$ cat src/hw/rtl/stok_pkg.sv
`timescale 1ns / 1ps

package stok_pkg;

    localparam int POS_BITS      = 16;
    localparam int KEYWORD_CHARS = 6;
    localparam int OUT_BITS      = 16;
    localparam int KW_WIN_W      = 8 * KEYWORD_CHARS;
    localparam int KW_IDX_W      = $clog2(KEYWORD_CHARS);
    localparam int KW_COUNT      = 7;

    localparam logic [POS_BITS-1:0] POS_MAX = '1;
    localparam logic [POS_BITS-1:0] POS_ONE = POS_BITS'(1);

    localparam logic [3:0] M_IDLE    = 4'd0;
    localparam logic [3:0] M_COMMENT = 4'd1;
    localparam logic [3:0] M_EQ      = 4'd2;
    localparam logic [3:0] M_BANG    = 4'd3;
    localparam logic [3:0] M_INT     = 4'd4;
    localparam logic [3:0] M_DOT     = 4'd5;
    localparam logic [3:0] M_FRAC    = 4'd6;
    localparam logic [3:0] M_IDENT   = 4'd7;
    localparam logic [3:0] M_GARB    = 4'd8;

    localparam logic [4:0] KIND_EOF     = 5'd0;
    localparam logic [4:0] KIND_LPAREN  = 5'd1;
    localparam logic [4:0] KIND_RPAREN  = 5'd2;
    localparam logic [4:0] KIND_LBRACE  = 5'd3;
    localparam logic [4:0] KIND_RBRACE  = 5'd4;
    localparam logic [4:0] KIND_ASSIGN  = 5'd5;
    localparam logic [4:0] KIND_EQ      = 5'd6;
    localparam logic [4:0] KIND_COLON   = 5'd7;
    localparam logic [4:0] KIND_COMMA   = 5'd8;
    localparam logic [4:0] KIND_SEMI    = 5'd9;
    localparam logic [4:0] KIND_BANG    = 5'd10;
    localparam logic [4:0] KIND_NE      = 5'd11;
    localparam logic [4:0] KIND_PLUS    = 5'd12;
    localparam logic [4:0] KIND_MINUS   = 5'd13;
    localparam logic [4:0] KIND_STAR    = 5'd14;
    localparam logic [4:0] KIND_SLASH   = 5'd15;
    localparam logic [4:0] KIND_LT      = 5'd16;
    localparam logic [4:0] KIND_GT      = 5'd17;
    localparam logic [4:0] KIND_INT     = 5'd18;
    localparam logic [4:0] KIND_FLOAT   = 5'd19;
    localparam logic [4:0] KIND_GARBAGE = 5'd20;
    localparam logic [4:0] KIND_IDENT   = 5'd21;
    localparam logic [4:0] KIND_DEF     = 5'd22;

    localparam logic [7:0] CH_EOF   = 8'h00;
    localparam logic [7:0] CH_NL    = 8'h0A;
    localparam logic [7:0] CH_HASH  = "#";
    localparam logic [7:0] CH_DOT   = ".";
    localparam logic [7:0] CH_UNDER = "_";
    localparam logic [7:0] CH_EQ    = "=";
    localparam logic [7:0] CH_BANG  = "!";

    // keywords packed first character lowest
    localparam logic [63:0] KW_WORDS [KW_COUNT] = '{
        64'("fed"), 64'("tel"), 64'("nruter"), 64'("ro"),
        64'("dna"), 64'("eurt"), 64'("eslaf")
    };

    typedef struct packed {
        logic [4:0]          kind;
        logic [OUT_BITS-1:0] at_line;
        logic [OUT_BITS-1:0] at_col;
        logic [OUT_BITS-1:0] length;
        logic                last;
    } t_tok;

    typedef struct packed {
        logic [1:0] count;
        t_tok       tok0;
        t_tok       tok1;
    } t_push;

    function automatic logic is_ws(input logic [7:0] c);
        return (c == " ") || ((c >= 8'd9) && (c <= 8'd13));
    endfunction

    function automatic logic is_digit(input logic [7:0] c);
        return (c >= "0") && (c <= "9");
    endfunction

    function automatic logic is_alpha(input logic [7:0] c);
        return ((c >= "a") && (c <= "z")) || ((c >= "A") && (c <= "Z"));
    endfunction

    function automatic logic [POS_BITS-1:0] sat_inc(input logic [POS_BITS-1:0] v);
        return (v == POS_MAX) ? POS_MAX : v + POS_ONE;
    endfunction

    function automatic logic [OUT_BITS-1:0] clip_out(input logic [POS_BITS-1:0] v);
        logic [31:0] w;
        w = 32'(v);
        return (w > 32'h0000_FFFF) ? 16'hFFFF : w[OUT_BITS-1:0];
    endfunction

    function automatic logic [4:0] single_kind(input logic [7:0] c);
        logic [4:0] k;
        unique case (c)
            "(":     k = KIND_LPAREN;
            ")":     k = KIND_RPAREN;
            "{":     k = KIND_LBRACE;
            "}":     k = KIND_RBRACE;
            ":":     k = KIND_COLON;
            ",":     k = KIND_COMMA;
            ";":     k = KIND_SEMI;
            "+":     k = KIND_PLUS;
            "-":     k = KIND_MINUS;
            "*":     k = KIND_STAR;
            "/":     k = KIND_SLASH;
            "<":     k = KIND_LT;
            ">":     k = KIND_GT;
            default: k = KIND_EOF;
        endcase
        return k;
    endfunction

endpackage

$ cat src/hw/rtl/stok_scan.sv
`timescale 1ns / 1ps

module stok_scan
    import stok_pkg::*;
(
    input  logic       i_clk,
    input  logic       i_rst_n,
    input  logic       i_take,
    input  logic [7:0] i_ch,
    output t_push      o_push
);

    logic [3:0]          r_mode, n_mode;
    logic [POS_BITS-1:0] r_line, n_line;
    logic [POS_BITS-1:0] r_col, n_col;
    logic [POS_BITS-1:0] r_tline, n_tline;
    logic [POS_BITS-1:0] r_tcol, n_tcol;
    logic [POS_BITS-1:0] r_len, n_len;
    logic [KW_WIN_W-1:0] r_win, n_win;
    logic                r_long, n_long;

    logic                tk_emit;
    logic [4:0]          tk_kind;
    logic [POS_BITS-1:0] tk_len;
    logic                id_emit;
    logic [4:0]          id_kind;
    logic [POS_BITS-1:0] id_len;
    logic                do_idle;
    logic                cons;
    logic                grow;
    logic                start;
    logic [3:0]          start_mode;
    logic                eof_rst;
    logic [4:0]          word_k;
    logic [4:0]          sk;
    logic                ident_ch;
    logic [KW_IDX_W-1:0] kidx;
    t_tok                tok_a;
    t_tok                tok_b;

    assign sk       = single_kind(i_ch);
    assign ident_ch = is_alpha(i_ch) || is_digit(i_ch) || (i_ch == CH_UNDER);
    assign kidx     = r_len[KW_IDX_W-1:0];

    always_comb begin
        word_k = KIND_IDENT;
        if (!r_long) begin
            for (int i = 0; i < KW_COUNT; i++) begin
                if (r_win == KW_WORDS[i][KW_WIN_W-1:0]) begin
                    word_k = KIND_DEF + 5'(i);
                end
            end
        end
    end

    always_comb begin
        n_mode  = r_mode;
        n_line  = r_line;
        n_col   = r_col;
        n_tline = r_tline;
        n_tcol  = r_tcol;
        n_len   = r_len;
        n_win   = r_win;
        n_long  = r_long;

        tk_emit    = 1'b0;
        tk_kind    = KIND_EOF;
        tk_len     = r_len;
        id_emit    = 1'b0;
        id_kind    = KIND_EOF;
        id_len     = POS_ONE;
        do_idle    = 1'b0;
        cons       = 1'b0;
        grow       = 1'b0;
        start      = 1'b0;
        start_mode = M_IDLE;
        eof_rst    = 1'b0;

        unique case (r_mode)
            M_COMMENT: begin
                if (i_ch == CH_EOF) begin
                    do_idle = 1'b1;
                end else begin
                    cons = 1'b1;
                    if (i_ch == CH_NL) begin
                        n_mode = M_IDLE;
                    end
                end
            end
            M_EQ, M_BANG: begin
                tk_emit = 1'b1;
                if (i_ch == CH_EQ) begin
                    tk_kind = (r_mode == M_EQ) ? KIND_EQ : KIND_NE;
                    tk_len  = POS_BITS'(2);
                    cons    = 1'b1;
                    n_mode  = M_IDLE;
                end else begin
                    tk_kind = (r_mode == M_EQ) ? KIND_ASSIGN : KIND_BANG;
                    tk_len  = POS_ONE;
                    do_idle = 1'b1;
                end
            end
            M_INT: begin
                if (is_digit(i_ch)) begin
                    grow = 1'b1;
                end else if (i_ch == CH_DOT) begin
                    grow   = 1'b1;
                    n_mode = M_DOT;
                end else begin
                    tk_emit = 1'b1;
                    tk_kind = KIND_INT;
                    do_idle = 1'b1;
                end
            end
            M_DOT: begin
                if (is_digit(i_ch)) begin
                    grow   = 1'b1;
                    n_mode = M_FRAC;
                end else begin
                    tk_emit = 1'b1;
                    tk_kind = KIND_GARBAGE;
                    do_idle = 1'b1;
                end
            end
            M_FRAC: begin
                if (is_digit(i_ch)) begin
                    grow = 1'b1;
                end else begin
                    tk_emit = 1'b1;
                    tk_kind = KIND_FLOAT;
                    do_idle = 1'b1;
                end
            end
            M_IDENT: begin
                if (ident_ch) begin
                    if (!r_long && (r_len < POS_BITS'(KEYWORD_CHARS))) begin
                        n_win[8*kidx +: 8] = i_ch;
                    end else begin
                        n_long = 1'b1;
                    end
                    grow = 1'b1;
                end else begin
                    tk_emit = 1'b1;
                    tk_kind = word_k;
                    do_idle = 1'b1;
                end
            end
            M_GARB: begin
                if ((i_ch != CH_EOF) && !is_ws(i_ch)) begin
                    grow = 1'b1;
                end else begin
                    tk_emit = 1'b1;
                    tk_kind = KIND_GARBAGE;
                    do_idle = 1'b1;
                end
            end
            default: begin
                do_idle = 1'b1;
            end
        endcase

        if (do_idle) begin
            n_mode = M_IDLE;
            priority if (i_ch == CH_EOF) begin
                id_emit = 1'b1;
                id_kind = KIND_EOF;
                id_len  = '0;
                eof_rst = 1'b1;
            end else if (is_ws(i_ch)) begin
                cons = 1'b1;
            end else if (i_ch == CH_HASH) begin
                cons   = 1'b1;
                n_mode = M_COMMENT;
            end else if (sk != KIND_EOF) begin
                id_emit = 1'b1;
                id_kind = sk;
                cons    = 1'b1;
            end else if (i_ch == CH_EQ) begin
                start      = 1'b1;
                start_mode = M_EQ;
            end else if (i_ch == CH_BANG) begin
                start      = 1'b1;
                start_mode = M_BANG;
            end else if (is_digit(i_ch)) begin
                start      = 1'b1;
                start_mode = M_INT;
            end else if (is_alpha(i_ch) || (i_ch == CH_UNDER)) begin
                start      = 1'b1;
                start_mode = M_IDENT;
                n_win      = KW_WIN_W'(i_ch);
                n_long     = 1'b0;
            end else begin
                start      = 1'b1;
                start_mode = M_GARB;
            end
        end

        if (grow) begin
            n_len = sat_inc(r_len);
            cons  = 1'b1;
        end
        if (start) begin
            n_tline = r_line;
            n_tcol  = r_col;
            n_len   = POS_ONE;
            n_mode  = start_mode;
            cons    = 1'b1;
        end
        if (cons) begin
            if (i_ch == CH_NL) begin
                n_line = sat_inc(r_line);
                n_col  = POS_ONE;
            end else begin
                n_col = sat_inc(r_col);
            end
        end
        if (eof_rst) begin
            n_line = POS_ONE;
            n_col  = POS_ONE;
        end
    end

    always_comb begin
        tok_a.kind    = tk_kind;
        tok_a.at_line = clip_out(r_tline);
        tok_a.at_col  = clip_out(r_tcol);
        tok_a.length  = clip_out(tk_len);
        tok_a.last    = !id_emit;

        tok_b.kind    = id_kind;
        tok_b.at_line = clip_out(r_line);
        tok_b.at_col  = clip_out(r_col);
        tok_b.length  = clip_out(id_len);
        tok_b.last    = 1'b1;

        o_push.tok1 = tok_b;
        if (tk_emit) begin
            o_push.tok0 = tok_a;
        end else begin
            o_push.tok0 = tok_b;
        end
        if (!i_take) begin
            o_push.count = 2'd0;
        end else begin
            o_push.count = 2'(tk_emit) + 2'(id_emit);
        end
    end

    always_ff @(posedge i_clk) begin
        if (!i_rst_n) begin
            r_mode  <= M_IDLE;
            r_line  <= POS_ONE;
            r_col   <= POS_ONE;
            r_tline <= '0;
            r_tcol  <= '0;
            r_len   <= '0;
            r_win   <= '0;
            r_long  <= 1'b0;
        end else if (i_take) begin
            r_mode  <= n_mode;
            r_line  <= n_line;
            r_col   <= n_col;
            r_tline <= n_tline;
            r_tcol  <= n_tcol;
            r_len   <= n_len;
            r_win   <= n_win;
            r_long  <= n_long;
        end
    end

endmodule

$ cat src/hw/rtl/stok_queue.sv
`timescale 1ns / 1ps

module stok_queue
    import stok_pkg::*;
(
    input  logic  i_clk,
    input  logic  i_rst_n,
    input  t_push i_push,
    input  logic  i_pop,
    output logic  o_full,
    output logic  o_valid,
    output t_tok  o_tok
);

    t_tok       r_mem [4];
    logic [1:0] r_wp, n_wp;
    logic [1:0] r_rp, n_rp;
    logic [2:0] r_cnt, n_cnt;

    assign o_valid = (r_cnt != 3'd0);
    assign o_full  = (r_cnt > 3'd2);
    assign o_tok   = r_mem[r_rp];

    always_comb begin
        n_wp  = r_wp + i_push.count;
        n_rp  = r_rp + 2'(i_pop);
        n_cnt = r_cnt + 3'(i_push.count) - 3'(i_pop);
    end

    always_ff @(posedge i_clk) begin
        if (i_push.count != 2'd0) begin
            r_mem[r_wp] <= i_push.tok0;
        end
        if (i_push.count == 2'd2) begin
            r_mem[r_wp + 2'd1] <= i_push.tok1;
        end
    end

    always_ff @(posedge i_clk) begin
        if (!i_rst_n) begin
            r_wp  <= '0;
            r_rp  <= '0;
            r_cnt <= '0;
        end else begin
            r_wp  <= n_wp;
            r_rp  <= n_rp;
            r_cnt <= n_cnt;
        end
    end

endmodule

$ cat src/hw/rtl/source_tokenizer_core.sv
`timescale 1ns / 1ps
// Queueing: a token enters the output queue as the byte that ends it is taken.
// Throughput: one byte per cycle while results drain; a byte can yield two
// tokens, which leave one per cycle while i_stall is low, through a four-entry
// output queue that raises o_stall once it holds three tokens.
// Reset: synchronous, active low; position returns to line 1 column 1, the
// scanner goes idle between tokens and the output queue empties.

module source_tokenizer_core
    import stok_pkg::*;
(
    input  logic                i_clk,
    input  logic                i_rst_n,
    input  logic                i_valid,
    output logic                o_stall,
    input  logic [7:0]          i_ch,
    output logic                o_valid,
    input  logic                i_stall,
    output logic [4:0]          o_kind,
    output logic [OUT_BITS-1:0] o_start_line,
    output logic [OUT_BITS-1:0] o_start_col,
    output logic [OUT_BITS-1:0] o_length,
    output logic                o_last
);

    logic  full;
    logic  take;
    logic  pop;
    t_push push;
    t_tok  tok;

    assign o_stall = full;
    assign take    = i_valid && !full;
    assign pop     = o_valid && !i_stall;

    stok_scan u_scan (
        .i_clk   (i_clk),
        .i_rst_n (i_rst_n),
        .i_take  (take),
        .i_ch    (i_ch),
        .o_push  (push)
    );

    stok_queue u_queue (
        .i_clk   (i_clk),
        .i_rst_n (i_rst_n),
        .i_push  (push),
        .i_pop   (pop),
        .o_full  (full),
        .o_valid (o_valid),
        .o_tok   (tok)
    );

    assign o_kind       = tok.kind;
    assign o_start_line = tok.at_line;
    assign o_start_col  = tok.at_col;
    assign o_length     = tok.length;
    assign o_last       = tok.last;

endmodule

$ cat config.mk
export PLATFORM = sky130hd
export DESIGN_NAME = source_tokenizer_core
export DESIGN_NICKNAME = d
export VERILOG_FILES = /design/src/hw/rtl/stok_pkg.sv /design/src/hw/rtl/stok_scan.sv /design/src/hw/rtl/stok_queue.sv /design/src/hw/rtl/source_tokenizer_core.sv
export SDC_FILE = /design/constraint.sdc
export NUM_CORES = 1
export LEC_CHECK = 0
export ABC_AREA = 1
export BUFFER_PORTS_ARGS = -buffer_cell sky130_fd_sc_hd__buf_2
export CELL_PAD_IN_SITES_DETAIL_PLACEMENT = 1
export CELL_PAD_IN_SITES_GLOBAL_PLACEMENT = 1
export CORE_ASPECT_RATIO = 1.4
export CORE_UTILIZATION = 25
export DETAILED_ROUTE_END_ITERATION = 6
export PLACE_DENSITY_LB_ADDON = 0.12
export SYNTH_ARGS = -nofsm -noshare
export SYNTH_HDL_FRONTEND = slang
export SYNTH_HIERARCHICAL = 1
export SYNTH_SLANG_ARGS = --single-unit
$ cat constraint.sdc
create_clock -name i_clk -period 5.94 [get_ports i_clk]
set_input_delay 0.297 -clock i_clk [delete_from_list [all_inputs] [get_ports i_clk]]
set_output_delay 0.297 -clock i_clk [all_outputs]
set_load 0.01 [all_outputs]
======== After elaboration in Yosys (flattened, before gate mapping) ========
Memory sizes are Yosys's and may differ from the RTL's. A register that Yosys moved wholly into a read port is not among the register bits.
Cells that the tools add are included.
cells by class
  order comparisons ....................... 10
  add/sub/neg operators ................... 10
  eq/ne operators ......................... 45
  shift operators ......................... 2
  multiplexer cells ....................... 128
  reductions and logical operators ........ 34
operators by type and width
  kind                                                                count
  two-way mux 48 bit                                                  12
  two-way mux 16 bit                                                  13
  == test 48 x 23 -> 1 bit (second input constant)                    3
  == test 8 x 6 -> 1 bit (second input constant)                      16
  two-way mux 4 bit                                                   26
  two-way mux 5 bit                                                   13
  case mux 5 bit (13 select lines)                                    1
  two-way mux 54 bit                                                  1
  two-way mux 1 bit                                                   50
  adder 16 x 1 -> 16 bit (second input constant)                      3
  bitwise mux 48 bit                                                  1
  == test 16 bit (second input constant)                              3
  == test 48 x 15 -> 1 bit (second input constant)                    1
  == test 48 x 31 -> 1 bit (second input constant)                    1
  == test 48 x 39 -> 1 bit (second input constant)                    1
  == test 48 x 47 -> 1 bit (second input constant)                    1
  variable shift 8 x 34 -> 48 bit (first input constant)              1
  variable part select 8 x 34 -> 48 bit                               1
  negation 6 -> 34 bit                                                1
  case mux 5 bit (6 select lines)                                     1
  == test 8 x 7 -> 1 bit (second input constant)                      3
  == test 4 x 3 -> 1 bit (second input constant)                      4
  greater-or-equal comparator 8 x 7 -> 1 bit (second input constant)  2
  less-or-equal comparator 8 x 7 -> 1 bit (second input constant)     2
  other kinds (38)                                                    68
storage, ports and cells
  output and inout port bits .............. 56
  bits in registers ....................... 140
  memories kept ........................... 1
  memory bits (writable) .................. 216
  logic and storage cells ................. 241
  input port bits ......................... 12
memory list
  name           depth  width  read ports  clocked after Yosys merged registers in  write ports  line              text
  u_queue.r_mem  4      54     1           1                                        2            stok_queue.sv:15  t_tok r_mem [4];

======== Longest topological paths before layout ========
Gate-level depths: netlist (run 1).
  word-level depth ........................ 16
  mapped depth ............................ 26
  mapped depth without buffers ............ 24

======== Hierarchy ========
Netlist (run 1), hierarchy kept.
modules (own cells, without submodules)
  module                 area each (µm²)  cells an instance  sequential area each (µm²)  times used
  stok_queue             11170.7          1229               6626.4                      1
  stok_scan              9467.8           1553               2662.6                      1
  source_tokenizer_core  20.0             4                  0.0                         1

======== Worst setup path before layout (run 1) ========
No wires, ideal clock.
  path type ............................... in2reg
  start point ............................. input i_ch[1]
  end point ............................... memory u_queue/r_mem[2][0] (netlist bit), enable pin
  required time ........................... 5318 ps
  data arrival time ....................... 3716 ps
  cell stages on the path ................. 19
  slack ................................... 1602 ps
  buffers on the path ..................... 4
  setup time .............................. 622 ps
  cells stage by stage .................... buf_4 inv_1 nor3_2 nand2_1 nand2_1 nand3_4 nand4_2 nand2_1 nor2_4 nand2_2 buf_4 buf_2 ha_1 nand2_1 inv_1 nor2_4 nand2_2 clkbuf_1 nand2_1
RTL lines
  element      line                         text
  from (decl)  source_tokenizer_core.sv:16  input logic [7:0] i_ch,
  to (decl)    stok_queue.sv:15

==> results.txt, run 1 <==
Peak VDD IR: 0.207 mV
Worst setup SP type: register
Synth Warn #: 6
Post-synth EDFFs: 216
worst setup path class: reg -> reg
ant diodes: 0
Fill cells: 9893
fin crit share: 67.4%
latest clock arrival within the worst-skew pair: 0.60 ns
Final Critical Period: 4.01 ns
area grow syn2layout: 12.9%
slowest stage cell, crit path: dfxtp_1
vias post-DR: 18516
Least-Margin Pin Slew: 1.16 ns
first-pass GRT wire length: 112000 µm
CP top delay family: simple AND/OR/NAND/NOR gates
Final Hold Fails: 0
total CTS buffers: 44
I/O Buffers: 67
Synth async-reset ratio: 0%
antenna violations before repair: 2
clock root buffer master: clkbuf_16
worst-case clock buffer depth: 3
area leader, netlist: edfxtp_1
non-filler instance count after layout: 3875
sequential area share after synthesis: 45.0%
Required @ worst endpoint: 6.19 ns
Die X: 245 µm
Buf/Inv on CP: 7
Max-Cap Viols: 0
total power: 9.23 mW
Die Area: 83800 µm²
CTS Sinks: 356
ys flop type: edfxtp_1
# IOs: 68
Yosys top cell area share: 31.4%
multi-input logic area: 9170 µm²
sum of negative setup slack: 0 ns
leakage: 8.71 nW
largest family of logic cells by synthesized area: simple AND/OR/NAND/NOR gates
CP Max Fanout: 44
worst path cell trace: inv_1 -> nor2_1 -> inv_1 -> nor2_1 -> inv_1 -> nor2_1 -> nand3_2 -> nand2_2 -> nor2_4 -> nand3_4 -> o21ai_0 -> inv_1 -> ha_1 -> nand2_1 -> inv_1 -> inv_2 -> nor2_4 -> nand2_4 -> nand2_2 -> buf_12
FF/Latch Area: 9300 µm²
synthesized area: 20700 µm²
Setup Fix Bufs, Post-CTS: 0
Overflow after GRT: 0
vias per inst: 4.78
Initial Util: 25.3%
routability congestion estimate: 0.827
DRC: 0
DRT iter0 DRCs: 607
Max Slew Vio Count: 0
Clock Skew: 0.0236 ns
row count: 124
H-tree levels: 2
post-route ant nets: 0
Mapped Cells: 2786
Final Setup Violations: 0
Compound-Gate Fraction of Synth Area: 18.6%
RSZ-0062 raised after global routing: false
outcome: finished clean
CTS tree: done
XOR/XNOR share of the synthesized area: 0.763%
most used cell, CP: inv_1
Core Util, Final: 28.5%
final net count: 2793
f_max: 0.250 GHz
simple-gate share of the synthesized area: 23.7%
drt pass-1 iters: 5
Max-slew headroom: 22.5%
routed wire length: 71500 µm
vias in the first global route: 19091
Die Y: 342 µm
Synth Area in Adders: 0.824%
Hold Crit Class: in -> reg
mux contribution to synthesized area: 0%
placed insts: 3793
wire per inst: 18.4 µm
core area: 81800 µm²
pin count of the biggest net entering global routing: 218
clk slew on worst S/H paths: 0.06 ns
flops & latches, synth: 356
Global Route Usage Sum: 17.1%
Synth cell types: 51
Power Dens Cells: 396 nW/µm²
WP data arrival: 4.26 ns
CP max stage delay: 0.36 ns
DPL Wire Length: 49200 µm
WHS: 0.0876 ns
share of layout cells above drive strength 1: 8.49%
Post-CTS Resized: 0
Avg Synthesized Cell Area: 7.42 µm²
CTS Hold Bufs: 0
CP endpoint kind: register
top cells by area, synth: edfxtp_1 (31%), dfxtp_1 (14%), nand2_1 (13%)
where the power goes:
group,internal [mW],switching [mW]
clock,1.55,1.14
sequential,3.05,0.197
combinational,0.921,2.37
per-layer routing:
| layer | vias to the layer above | GRT usage, % | part of all wire (%) |
|---|---|---|---|
| met5 | - | 0 | 0 |
| met4 | 0 | 4.47 | 2.2 |
| met3 | 86 | 2.03 | 2.3 |
| met2 | 183 | 32.3 | 53 |
| met1 | 9017 | 20.1 | 43 |
| li1 | 9230 | - | - |
state kept, by name, summed over array words and instances, names as in the netlist:
register,cells
u_scan/r_mode,4
u_queue/r_wp,2
u_queue/r_cnt,3
u_scan/r_win,48
u_queue/r_mem,216
u_scan/r_long,1
u_queue/r_rp,2
u_scan/r_col,16
u_scan/r_tcol,16
u_scan/r_line,16
u_scan/r_len,16
u_scan/r_tline,16
worst paths after layout:
kind	slack (ns)	to	start	depth (start not counted)
max	1.93	u_queue/r_mem[1][40]	u_scan/r_mode[2]	20
min	0.09	u_queue/r_rp[0]	i_rst_n	3
max reg2reg	1.93	u_queue/r_mem[1][40]	u_scan/r_mode[2]	20
min reg2reg	0.44	u_scan/r_tcol[3]	u_scan/r_tcol[3]	2
cells by family (layout without fill, tap and decap cells):
family          count (synthesis)  in the layout
compound gates                700            700
xor+xnor                       18             18
fa+ha+maj                      13             13
buf+inv                       566            570
flops                         356            356
other cells                     2             16
simple gates                 1131           1131
final cells by class:
class                           instances  area share [%]
Clock buffer                           65            5.37
Clock inverter                         17           0.697
Inverter                              396            6.38
Multi-Input combinational cell       1878            39.3
Sequential cell                       356            39.9
Tap cell                             1071            5.75
Timing Repair Buffer                   92            2.62
cells in the final DEF, fill, tap and decap left out, types with 5 or more instances in the layout:
master     instances
nand3_1          100
buf_2             67
nand2_1          709
inv_1            380
buf_4             18
nor2_2             9
inv_2             13
edfxtp_1         216
o21ai_2            5
a211oi_1          19
nand2_4            5
o21ai_0          347
nor2_1           116
ha_1              12
xor2_1            17
a21oi_1          169
nand4_1           69
nor2_4             7
dfxtp_1          138
clkinv_1           9
o21ai_1           65
conb_1            16
clkbuf_16         45
a21oi_2           10
buf_12             7
o31ai_1            8
nand3_2            5
nor4_1            14
nand2_2           17
clkbuf_8           5
clkbuf_1          15
o211ai_1          62
nor3_1            68
clkinv_2           5
metrics by stage:
| stage | worst slack, ns | cell area [µm²] |
|---|---|---|
| floorplan | 1.60 | 20700 |
| global placement | 1.67 | 21900 |
| detailed placement | 1.60 | 21900 |
| CTS | 1.90 | 23300 |
| global route | 1.63 | 23300 |
| finish | 1.93 | 23300 |
worst reg2reg max path: stages, from the launching register on:
cell and delay, ns:
dfxtp_1 0.36, inv_1 0.07, nor2_1 0.23, inv_1 0.11
nor2_1 0.21, inv_1 0.09, nor2_1 0.22, nand3_2 0.15
nand2_2 0.14, nor2_4 0.06, nand3_4 0.19, o21ai_0 0.15
inv_1 0.10, ha_1 0.16, nand2_1 0.05, inv_1 0.16
inv_2 0.09, nor2_4 0.19, nand2_4 0.21, nand2_2 0.33
buf_12 0.36
synth_stat cells (all sizes together), types with 2 or more instances:
master / number
nand2: 731
inv: 392
or2: 3
clkbuf: 99
buf: 71
o21ai: 417
o2111ai: 3
nand4: 71
ha: 12
conb: 2
nor3: 71
edfxtp: 216
o21a: 3
xor2: 17
clkinv: 4
nand3: 107
a211oi: 20
o31ai: 8
nor2: 132
dfxtp: 140
a31oi: 3
a21oi: 180
o211ai: 62
nor4: 14
Note: power is estimated with default switching activity, not from simulation.
==> run 2, diff against run 1 <==
Settings changed: ABC_AREA 1 to 0.
Clock period 5.94 ns to 3.41 ns, I/O delays scaled along.
==> run 2 against run 1 <==
Non-clock buffer count rose by 126. Setup slack got worse by 1.8 ns. Via count fell by 27%. Global-route usage fell by 1.3 points. Critical endpoint is now u_queue/r_mem[3][25].
==> results.txt, run 2 <==
CTS tree: done
DRT iter0 DRCs: 397 (-35%)
clock root buffer master: clkbuf_16
first-pass GRT wire length: 92300 µm (-18%)
RSZ-0062 raised after global routing: false
Max Slew Vio Count: 0 (unchanged)
commonest non-fill, non-tap cells in the layout: edfxtp_1 (216), nand2_1 (172), mux2_4 (159)
Least-Margin Pin Slew: 0.818 ns (-0.345 ns)
Synth cell types: 99 (+94%)
reg2reg end: u_queue/r_mem[3][25]
vias per inst: 4.90 (+2.6%)
sequential area share after synthesis: 48.5% (+3.6 points)
total CTS buffers: 41 (-6.8%)
core area: 75500 µm² (-7.7%)
register bank with the most flops: u_queue/r_mem
Max-slew headroom: 45.4% (+23 points)
max FFs per register: 216 (unchanged)
critical path launch point: u_scan/r_mode[0]
Register-to-Register Path Depth: 11 (-45%)
DRC: 0 (unchanged)
synth cell count leaders: edfxtp_1 (216), nand2_1 (172), dfxtp_1 (140)
leakage: 8.05 nW (-7.5%)
routed wire length: 61700 µm (-14%)
Die X: 236 µm (-3.7%)
CP Max Fanout: 14 (-68%)
Max-Cap Viols: 0 (unchanged)
hold-critical path depth: 3 (unchanged)
Synth Warn #: 6 (unchanged)
WP data arrival: 3.58 ns (-0.68 ns)
non-filler instance count after layout: 2741 (-29%)
Global Route Usage Sum: 15.8% (-1.3 points)
Overflow after GRT: 0 (unchanged)
top cells by area, synth: edfxtp_1 (34%), dfxtp_1 (15%), mux2_4 (10%)
# IOs: 68 (unchanged)
most common cell in the synthesized netlist: edfxtp_1
CP endpoint kind: register
hold endpoint: u_scan/r_win[23]
worst setup path class: reg -> reg
drt pass-1 iters: 4 (-1)
post-route ant nets: 0 (unchanged)
worst-case clock buffer depth: 3 (unchanged)
row count: 119 (-4.0%)
latest clock arrival within the worst-skew pair: 0.59 ns (about the same)
Power Dens Cells: 562 nW/µm² (+42%)
antenna violations before repair: 0 (-2)
Clock Skew: 0.0246 ns (+0.000992 ns)
Avg Synthesized Cell Area: 12.1 µm² (+63%)
Post-synth EDFFs: 216 (unchanged)
ys flop type: edfxtp_1
FF/Latch Area: 9300 µm² (unchanged)
Top Registers: u_queue/r_mem x216, u_scan/r_win x48
routability congestion estimate: 0.837 (+1.2%)
final net count: 1766 (-37%)
f_max: 0.307 GHz (+23%)
hold_sp: i_rst_n
clk slew on worst S/H paths: 0.06 ns (about the same)
CP max stage delay: 0.56 ns (+0.20 ns)
sum of negative setup slack: 0 ns (unchanged)
fin crit share: 95.4% (+28 points)
CTS Sinks: 356 (unchanged)
Die Y: 329 µm (-3.7%)
ant diodes: 0 (unchanged)
worst path cell trace: or4_4 -> a32o_2 -> nor3_2 -> a21oi_1 -> ha_4 -> and2_4 -> buf_4 -> mux2i_1 -> nor2b_4 -> buf_12 -> buf_12
synthesized area: 19100 µm² (-7.3%)
H-tree levels: 2 (unchanged)
reg2reg start: u_scan/r_mode[0]
flops & latches, synth: 356 (unchanged)
Final Critical Period: 3.25 ns (-0.753 ns)
area grow syn2layout: 20.0%
Reg2Reg Setup Slack: 0.16 ns (-1.78 ns)
Peak VDD IR: 0.354 mV (+71%)
vias in the first global route: 14388 (-25%)
Mapped Cells: 1587 (-43%)
Synth async-reset ratio: 0% (unchanged)
placed insts: 2664 (-30%)
Setup Fix Bufs, Post-CTS: 0 (unchanged)
Final Setup Violations: 0 (unchanged)
Initial Util: 25.4% (+0.090 points)
vias post-DR: 13432 (-27%)
pin count of the biggest net entering global routing: 53 (-76%)
Die Area: 77700 µm² (-7.3%)
area leader, netlist: edfxtp_1
slowest stage cell, crit path: or4_4
multi-input logic area: 9260 µm² (+0.93%)
share of layout cells above drive strength 1: 33.2% (+25 points)
Required @ worst endpoint: 3.74 ns (-2.45 ns)
I/O Buffers: 67 (unchanged)
outcome: finished clean
Hold Crit Class: in -> reg
most used cell, CP: buf_12
Fill cells: 8168 (-17%)
Yosys top cell area share: 33.9% (+2.5 points)
wire per inst: 22.5 µm (+22%)
Worst setup SP type: register
Final Hold Fails: 0 (unchanged)
most common cell after layout, fill and taps aside: edfxtp_1
DPL Wire Length: 42900 µm (-13%)
-- run 2: power by group --
part           switching [mW]  internal [mW]  total [mW]
clock network            1.88           2.46        4.35
registers               0.246           4.83        5.08
logic                    1.92           1.55        3.47
total                    4.05           8.85        12.9
-- run 2: stage by stage --
stage | setup WS (ns) | power [mW] | util, % | instance area, µm² | hold slack (ns)
after global routing | 0.0173 | 13.6 | 30.4 | 23000 | 0.0230
after CTS | 0.108 | 13.2 | 30.4 | 22900 | 0.00434
after global placement | -0.259 | 8.72 | 28.7 | 21600 | 0.438
after detailed placement | -0.298 | 8.75 | 28.7 | 21600 | 0.457
after floorplan | -1.06 | 7.26 | - | 19500 | 0.292
final | 0.157 | 12.9 | 30.4 | 23000 | 0.0279
-- run 2: final cells by class --
class	count	area share [%]
Clock inverter	26	0.926
Timing Repair Buffer	218	7.92
Tap cell	968	5.27
Multi-Input combinational cell	1095	40.3
Inverter	29	0.474
Sequential cell	356	40.5
Clock buffer	49	4.64
-- run 2: how the worst max path moves through the flow --
stage,end,slack [ns]
2_1_floorplan,u_queue/r_mem[0][0],-1.06
3_3_place_gp,u_queue/r_mem[0][20],-0.26
3_5_place_dp,u_queue/r_mem[0][25],-0.30
4_1_cts,u_queue/r_mem[0][25],0.11
5_1_grt,u_queue/r_mem[3][31],0.02
6_report,u_queue/r_mem[3][25],0.16
-- run 2: timing repair --
item	in CTS	in global routing
gates resized for setup	0	6
endpoints found under the hold margin	1	0
endpoints found under the setup margin	0	259
hold buffers	1	0
-- run 2: routing by layer --
layer	routed length [µm]	GRT usage (%)
met5	0	0
met4	1770	5.44
met3	1510	2.12
met2	33000	29.9
met1	25400	17.9
-- run 2: worst max-delay path, delay by kind of cell, from the launching register on --
kind,cells,cell delay [ns]
and+or+nand+nor,4,1.04
DFF,1,0.41
muxes,1,0.45
buffers and inverters,3,0.46
AOI/OAI and AO/OA,2,0.36
adders and majority gates,1,0.27
-- run 2: cells by family after synthesis --
family,share of synthesized area [%]
AOI/OAI and AO/OA,10.0
adders and majority gates,0.889
buffers and inverters,4.68
muxes,21.7
xor gates and xnor gates,0.327
DFF,48.5
and+or+nand+nor,13.8
other,0.0392
==> run 3, diff against run 2 <==
Settings changed: BUFFER_PORTS_ARGS -buffer_cell sky130_fd_sc_hd__buf_2 to -buffer_cell sky130_fd_sc_hd__clkbuf_2.
==> run 3 against run 2 <==
Sequential power hardly changed. Design area is 1.3% higher. Via count hardly changed. Sequential share of layout area is 0.52 points lower. Combinational power is 2% lower. Flip-flop and latch count stayed put. Global-route usage is 0.069 points higher. Critical endpoint is now u_queue/r_mem[1][41].
==> results.txt, run 3 (synthesized netlist as in run 2, its figures left out) <==
fin crit share: 95.5% (about the same)
# IOs: 68 (unchanged)
leakage: 8.21 nW (+1.9%)
clock root buffer master: clkbuf_16
placed insts: 2675 (+0.41%)
pin count of the biggest net entering global routing: 51 (-3.8%)
post-route cell area: 23300 µm² (+1.3%)
Fill cells: 8136 (-0.39%)
max FFs per register: 216 (unchanged)
Final Critical Period: 3.26 ns (+0.00278 ns)
total CTS buffers: 41 (unchanged)
row count: 119 (unchanged)
placed inst area: 21800 µm² (+0.55%)
Die X: 236 µm (unchanged)
CP Max Fanout: 13 (-1)
Max-Cap Viols: 0 (unchanged)
most common cell after layout, fill and taps aside: edfxtp_1
core area: 75500 µm² (unchanged)
drt pass-1 iters: 4 (unchanged)
latest clock arrival within the worst-skew pair: 0.59 ns (about the same)
multi-input logic area: 9270 µm² (+0.14%)
vias post-DR: 13444 (+0.089%)
Final Setup Violations: 0 (unchanged)
f_max: 0.307 GHz (about the same)
area grow syn2layout: 21.5%
Overflow after GRT: 0 (unchanged)
I/O Buffers: 67 (unchanged)
WP data arrival: 3.58 ns (about the same)
Die Y: 329 µm (unchanged)
vias in the first global route: 14398 (+0.070%)
Max Slew Vio Count: 0 (unchanged)
post-route ant nets: 0 (unchanged)
worst setup path class: reg -> reg
ant diodes: 0 (unchanged)
Initial Util: 25.4% (unchanged)
DRC: 0 (unchanged)
DPL Wire Length: 43300 µm (+0.83%)
CP endpoint kind: register
Clock Skew: 0.0157 ns (-0.00892 ns)
commonest non-fill, non-tap cells in the layout: edfxtp_1 (216), nand2_1 (172), mux2_4 (159)
Top Registers: u_queue/r_mem x216, u_scan/r_win x48
Max-slew headroom: 45.4% (about the same)
Power Dens Cells: 566 nW/µm² (+0.83%)
Peak VDD IR: 0.316 mV (-11%)
final net count: 1781 (+0.85%)
outcome: finished clean
routability congestion estimate: 0.853 (+1.8%)
Least-Margin Pin Slew: 0.818 ns (+0.000527 ns)
Worst setup SP type: register
total power: 13.2 mW (+2.1%)
vias per inst: 4.88 (-0.49%)
first-pass GRT wire length: 92600 µm (+0.24%)
RSZ-0062 raised after global routing: false
CTS Sinks: 356 (unchanged)
CTS tree: done
register bank with the most flops: u_queue/r_mem
antenna violations before repair: 0 (unchanged)
clk slew on worst S/H paths: 0.06 ns (about the same)
non-filler instance count after layout: 2757 (+0.58%)
worst-case clock buffer depth: 3 (unchanged)
FF/Latch Area: 9290 µm² (about the same)
Die Area: 77700 µm² (unchanged)
Final Hold Fails: 0 (unchanged)
Global Route Usage Sum: 15.8% (+0.069 points)
H-tree levels: 2 (unchanged)
wire per inst: 22.2 µm (-1.1%)
share of layout cells above drive strength 1: 34.0% (+0.88 points)
routed wire length: 61300 µm (-0.54%)
DRT iter0 DRCs: 448 (+13%)
Required @ worst endpoint: 3.74 ns (about the same)
Hold Crit Class: in -> reg
-- run 3: cell count changes in the layout (fill, tap and decap cells not counted), moves of 2 or more --
cell,change
buf_4,+10
clkbuf_8,+2
dfxtp_2,-2
clkbuf_2,+66
clkinv_1,-9
clkbuf_1,+2
clkinv_2,-2
buf_2,-66
clkinv_4,+2
bufinv_16,+2
dlygate4sd3_1,+2
clkinvlp_4,+2
buf_12,+5
dfxtp_1,+2
-- run 3: repair_timing --
item,4_1_cts,5_1_grt
pin swaps,1,0
hold buffers,3,0
endpoints found under the hold margin,3,0
setup endpoints to repair,210,247
gates resized for setup,1,4
buffers inserted,2,1
-- run 3: final timing paths --
path | cells after the start | end | from | slack, ns
worst max-delay path | 11 | u_queue/r_mem[1][41] | u_scan/r_mode[0] | 0.15
worst min-delay path | 3 | u_scan/r_win[3] | i_ch[3] | 0.02
worst max register to register | 11 | u_queue/r_mem[1][41] | u_scan/r_mode[0] | 0.15
worst min register to register | 1 | u_scan/r_win[7] | u_scan/r_win[7] | 0.46
-- run 3: metrics by stage --
stage | utilization, % | setup slack, ns | TNS [ns] | hold WS (ns)
after floorplan | - | -1.06 | -193.51 | 0.292
after global placement | 28.8 | -0.307 | -94.28 | 0.433
after detailed placement | 28.8 | -0.365 | -113.90 | 0.450
after CTS | 30.8 | 0.0359 | 0 | 0.00188
after global routing | 30.8 | 0.00853 | 0 | 0.0264
final | 30.8 | 0.154 | 0 | 0.0170
-- run 3: layout make-up --
type | instances | area share (%)
sequential | 356 | 39.9
multi-input combinational | 1095 | 39.8
timing repair buffer | 233 | 8.51
tap | 968 | 5.21
clock buffer | 55 | 4.87
clock inverter | 21 | 1.16
inverter | 29 | 0.468
-- run 3: report_power, final --
part / switching, mW / leakage, nW / internal, mW
clock: 1.95 / 0.674 / 2.74
sequential: 0.249 / 3.07 / 4.83
combinational: 1.88 / 4.46 / 1.51
-- run 3: layer usage --
metal | routed length, µm | vias to the layer above | track usage (%)
met5 | 0 | - | 0
met4 | 1690 | 0 | 5.17
met3 | 1650 | 87 | 2.30
met2 | 32900 | 170 | 30.0
met1 | 25100 | 6819 | 18.0
li1 | - | 6368 | -
-- run 3: critical path: stages, from the launching register on --
cell and delay, ns:
dfxtp_1 0.54, inv_1 0.15, a2111oi_0 0.49, nor3_2 0.11, nor3_2 0.17, a21oi_1 0.10, ha_4 0.22, and2_4 0.18
nor4b_4 0.27, buf_12 0.20, buf_12 0.18, mux2_1 0.35
